$ cat config.mk
export PLATFORM = sky130hd
export DESIGN_NAME = pssimp_ctrl
export DESIGN_NICKNAME = d
export VERILOG_FILES = /design/src/design/pssimp_pkg.sv /design/src/design/pssimp_ctrl.sv
export SDC_FILE = /design/constraint.sdc
export NUM_CORES = 1
export LEC_CHECK = 0
export ABC_CLOCK_PERIOD_IN_PS = 1600
export BUFFER_PORTS_ARGS = -buffer_cell sky130_fd_sc_hd__buf_2
export CORE_AREA = 5 5 42 44
export CTS_CLUSTER_SIZE = 12
export DETAILED_ROUTE_END_ITERATION = 8
export DIE_AREA = 0 0 47 49
export HOLD_SLACK_MARGIN = 0.08
export PLACE_DENSITY_LB_ADDON = 0.25
export SLEW_MARGIN = 10
export SYNTH_ARGS = -nofsm -noshare
export SYNTH_HDL_FRONTEND = slang
export SYNTH_SLANG_ARGS = --single-unit
$ cat constraint.sdc
create_clock -name i_clk -period 1.6 [get_ports i_clk]
set_input_delay 0.32 -clock i_clk [delete_from_list [all_inputs] [get_ports i_clk]]
set_output_delay 0.32 -clock i_clk [all_outputs]
set_load 0.03 [all_outputs]
$ cat src/design/pssimp_pkg.sv
// ----------------------------------------------------------------------------
// pssimp_pkg
// Types and constants shared by the pen stroke simplifier controller and
// datapath: register map, state encoding, command and status bundles.
// ----------------------------------------------------------------------------
package pssimp_pkg;

    // configuration register map
    localparam int PRECISION_W = 16;
    localparam int PRES_TOL_W  = 10;
    localparam int CFG_DATA_W  = 16;
    localparam int CFG_ADDR_W  = 1;

    localparam logic [PRECISION_W-1:0] PRECISION_RESET = 16'd16;
    localparam logic [PRES_TOL_W-1:0]  PRES_TOL_RESET  = 10'd51;

    typedef enum logic [CFG_ADDR_W-1:0] {
        REG_PRECISION = 1'b0,
        REG_PRES_TOL  = 1'b1
    } t_cfg_reg;

    // controller states
    typedef enum logic [3:0] {
        S_IDLE,
        S_SQ,
        S_DOT,
        S_CAP_DOT,
        S_RHS,
        S_LHS,
        S_CAP_LHS,
        S_DECIDE,
        S_EMIT_MID,
        S_TAIL,
        S_EMIT_NEW
    } t_state;

    // how many samples of the current stroke are held
    typedef enum logic [1:0] {
        SEEN_NONE,
        SEEN_ONE,
        SEEN_TWO
    } t_seen;

    // operand set of the four multiplier lanes
    typedef enum logic [1:0] {
        MP_SQ,
        MP_DOT,
        MP_RHS,
        MP_LHS
    } t_mul_phase;

    typedef struct packed {
        logic       load_in;
        t_mul_phase mul_phase;
        logic       cap_len;
        logic       cap_dot;
        logic       cap_rhs;
        logic       cap_lhs;
        logic       old_from_mid;
        logic       old_from_in;
        logic       mid_from_in;
        logic       emit;
        logic       emit_new;
    } t_dp_cmd;

    typedef struct packed {
        logic drop_ok;
        logic out_free;
        logic in_end;
    } t_dp_status;

endpackage

$ cat src/design/pssimp_ctrl.sv
// ----------------------------------------------------------------------------
// pssimp_ctrl
// Sequencer for the simplifier: accepts one sample, steps the datapath
// through the geometry test and orders the kept samples to the output.
// ----------------------------------------------------------------------------
module pssimp_ctrl
    import pssimp_pkg::*;
(
    input  logic       i_clk,
    input  logic       i_rst_n,
    input  logic       i_s_valid,
    output logic       o_s_ready,
    input  t_dp_status i_status,
    output t_dp_cmd    o_cmd
);

    t_state r_state, n_state;
    t_seen  r_seen, n_seen;
    logic   r_keep_next, n_keep_next;

    // state registers
    always_ff @(posedge i_clk) begin
        if (!i_rst_n) begin
            r_state     <= S_IDLE;
            r_seen      <= SEEN_NONE;
            r_keep_next <= 1'b0;
        end else begin
            r_state     <= n_state;
            r_seen      <= n_seen;
            r_keep_next <= n_keep_next;
        end
    end

    // next state and stroke bookkeeping
    always_comb begin
        n_state     = r_state;
        n_seen      = r_seen;
        n_keep_next = r_keep_next;
        unique case (r_state)
            S_IDLE: begin
                if (i_s_valid) begin
                    unique case (r_seen)
                        SEEN_NONE: n_state = S_EMIT_NEW;
                        SEEN_ONE:  n_state = S_TAIL;
                        SEEN_TWO:  n_state = r_keep_next ? S_EMIT_MID : S_SQ;
                        default:   n_state = S_EMIT_NEW;
                    endcase
                end
            end
            S_SQ:      n_state = S_DOT;
            S_DOT:     n_state = S_CAP_DOT;
            S_CAP_DOT: n_state = S_RHS;
            S_RHS:     n_state = S_LHS;
            S_LHS:     n_state = S_CAP_LHS;
            S_CAP_LHS: n_state = S_DECIDE;
            S_DECIDE: begin
                if (i_status.drop_ok) begin
                    n_keep_next = 1'b1;
                    n_state     = S_TAIL;
                end else begin
                    n_state = S_EMIT_MID;
                end
            end
            S_EMIT_MID: begin
                if (i_status.out_free) begin
                    n_keep_next = 1'b0;
                    n_state     = S_TAIL;
                end
            end
            S_TAIL: begin
                if (i_status.in_end) begin
                    n_state = S_EMIT_NEW;
                end else begin
                    n_seen  = SEEN_TWO;
                    n_state = S_IDLE;
                end
            end
            S_EMIT_NEW: begin
                if (i_status.out_free) begin
                    n_seen      = (r_seen == SEEN_NONE && !i_status.in_end) ? SEEN_ONE
                                                                           : SEEN_NONE;
                    n_keep_next = 1'b0;
                    n_state     = S_IDLE;
                end
            end
            default: n_state = S_IDLE;
        endcase
    end

    // datapath commands per state
    always_comb begin
        o_cmd     = '0;
        o_s_ready = 1'b0;
        unique case (r_state)
            S_IDLE: begin
                o_s_ready     = 1'b1;
                o_cmd.load_in = i_s_valid;
            end
            S_SQ: o_cmd.mul_phase = MP_SQ;
            S_DOT: begin
                o_cmd.mul_phase = MP_DOT;
                o_cmd.cap_len   = 1'b1;
            end
            S_CAP_DOT: o_cmd.cap_dot = 1'b1;
            S_RHS: o_cmd.mul_phase = MP_RHS;
            S_LHS: begin
                o_cmd.mul_phase = MP_LHS;
                o_cmd.cap_rhs   = 1'b1;
            end
            S_CAP_LHS: o_cmd.cap_lhs = 1'b1;
            S_DECIDE: o_cmd.old_from_mid = i_status.drop_ok;
            S_EMIT_MID: begin
                o_cmd.emit         = i_status.out_free;
                o_cmd.old_from_mid = i_status.out_free;
            end
            S_TAIL: o_cmd.mid_from_in = !i_status.in_end;
            S_EMIT_NEW: begin
                o_cmd.emit        = i_status.out_free;
                o_cmd.emit_new    = 1'b1;
                o_cmd.old_from_in = i_status.out_free;
            end
            default: o_cmd = '0;
        endcase
    end

endmodule

==> flow_summary.toml <==
[timing]
finalMaxSlewViolations = 0
finalCriticalPeriod_ps = 1780
fmax_mhz = 561
final.setup.worst_slack_ps = -184
rsz0062_at_grt = "true"
skew_ps = 2.21
slew-limit-headroom_pct = 78.6
max_slew.worst_pin.slew_ps = 318
finalHoldViolations = 0
min_period_over_period_pct = 112
setup_violations = 9

[floorplan]
die_x_um = 47
die_area_um2 = 2300
core_area_um2 = 1400
start_util_pct = 43.7
io_pins = 19
num_rows = 14
die_h_um = 49

[critical_path]
rr_startpoint = "r_state[2]"
r2r_slack_ps = 70
r2r-end = "r_seen[0]"
cp-start-kind = "flip-flop"
path_class = "flip-flop to primary output"
critical_path.endpoint_type = "primary output"
arrival_ps = 1460
reg2regPathDepth = 6
crit_path_max_fanout = 3
required_ps = 1280

[cts]
clk_root_buffer_cell = "clkbuf_4"
insertion_delay_ps = 260
hold_buffers = 0
cts.path.max_buffers = 2
cts-buffers-inserted = 3
cts_tree = "yes"
path_clk_slew_ps = 60
cts_sinks = 7
cts.htree.levels = 1

[finish]
area_delta_synth_final_pct = 73.8
nFillCells = 112
instances_no_fill = 136
n_antenna_cell = 0
final_common_cell = "buf_4"
layout.nets = 130
layout-drive-gt1-share_pct = 55.8
layout_common_cells = "21 x buf_4, 15 x buf_6, 7 x nand2_1"

[min_path]
hold_end = "r_keep_next"
hold_depth = 3
min-delay-start = "i_status[2]"
hold_path_class = "primary input to flip-flop"

[synth]
synth_area_per_cell_um2 = 7.65
netlist-cell-type-count = 35
synthCells = 80
syn-num-nets = 89
yosysWarnings = 0
synth.cell_area_um2 = 612
seq_area_frac_synth_pct = 22.9
synth_seq_cells = 7

[drt]
viasPerCell = 5.68
drt_pre_antenna_iters = 4
postRouteAntennaNets = 0
routedWlPerCell_um = 15.2
drtIter0Drc = 9
drc = 0
via_count = 773
wirelength_um = 2070

[power_and_ir_drop]
power_density_nw_per_um2 = 1720
ir_drop_mv = 1.03
power.leakage_nw = 0.461

[place]
port_buffers = 18
dp_hpwl_um = 1270
gp_congestion = 0.881
dp_slack_ps = 36.3
place_inst = 120

[global_route]
track_usage_pct = 19.6
first_global_vias = 724
grt_overflow = 0
antenna_found_initial = 0
grt_pass1_wl_um = 3260
grt_max_degree = 13

[run]
cap_violations = 0

[outcome]
failed_checks = "setup timing"
status = "finished with violations"
power by group:
part / internal (W) / leakage (nW) / switching [W]
combinational: 0.000705 / 0.387 / 0.000664
sequential: 0.000231 / 0.0592 / 0.0000627
clock: 0.0000959 / 0.0150 / 0.0000764
repair_timing:
action,4_1_cts,5_1_grt
setup buffers,6,7
endpoints found under the hold margin,0,0
endpoints found under the setup margin,12,13
pin swaps,4,8
gates resized for setup,32,17
final cells by class:
class	count	area, um^2	share of cell area (%)
clock buffers	4	26.3	2.47
inverters	6	27.5	2.59
multi-input cells	62	488	45.9
flip-flops and latches	7	150	14.1
well taps	16	20.0	1.88
repair buffers	41	352	33.1
cells by family after synthesis:
kind of cell / synth area share [%]
simple gates: 37.6
xor+xnor: 1.43
buf+inv: 8.38
fa+ha+maj: 6.14
flops: 22.9
compound gates: 23.5
stage by stage:
step	utilization, %	instance area [um^2]	hold WS (ps)	setup TNS [ps]	total power (W)
2_1_floorplan	-	627	438	-65.7	0.000927
6_report	75.9	1060	355	-657	0.00183
4_1_cts	68.8	965	353	-737	0.00159
3_3_place_gp	56.4	791	468	0	0.00121
5_1_grt	75.9	1060	358	-1100	0.00194
3_5_place_dp	56.4	791	475	0	0.00123
sequential cells by signal (all words and copies together), names as in the netlist:
register / flops
r_state: 4
r_seen: 2
r_keep_next: 1
cell usage after synthesis (all sizes together):
master,count,share of area (%)
a21oi,3,2.5
dfxtp,7,23
nand2b,3,3.1
nor3b,2,2.5
a221oi,2,3.9
a31oi,1,1.0
xnor2,1,1.4
and4bb,1,2.7
o32a,1,1.6
buf,3,3.5
or4,1,1.8
a21boi,2,2.5
nand2,7,4.3
or3b,1,1.4
clkbuf,2,1.2
inv,6,3.7
nor2,6,4.9
o21a,1,1.2
o22a,1,1.4
o21ai,8,6.5
nand3b,4,4.9
ha,3,6.1
nor3,5,4.1
a211oi,1,1.2
nor4b,1,1.4
o311a,1,1.6
and2,3,3.5
nor2b,2,2.0
or3,1,1.0
metal layers:
layer  track usage [%]  share of wire (%)  vias up
li1                  -                  -      368
met1              23.2                 40      372
met2              32.1                 52       26
met3              3.69                5.5        7
met4              9.68                2.5        0
met5                 0                  0        -
worst max path at each step:
stage	to	depth (start not counted)	startpoint
floorplan	o_cmd[5]	3	r_state[0]
global placement	o_cmd[11]	4	r_state[0]
detailed placement	o_cmd[4]	4	r_state[2]
CTS	o_cmd[4]	4	r_state[2]
global route	o_cmd[11]	4	r_state[2]
finish	o_cmd[11]	4	r_state[2]
worst max-delay path, stage by stage, from the launching register on:
cell     delay (ps)
dfxtp_2         330
or4_4           540
inv_2            70
and2_4          140
buf_6           120
(Power assumes the default switching activity.)
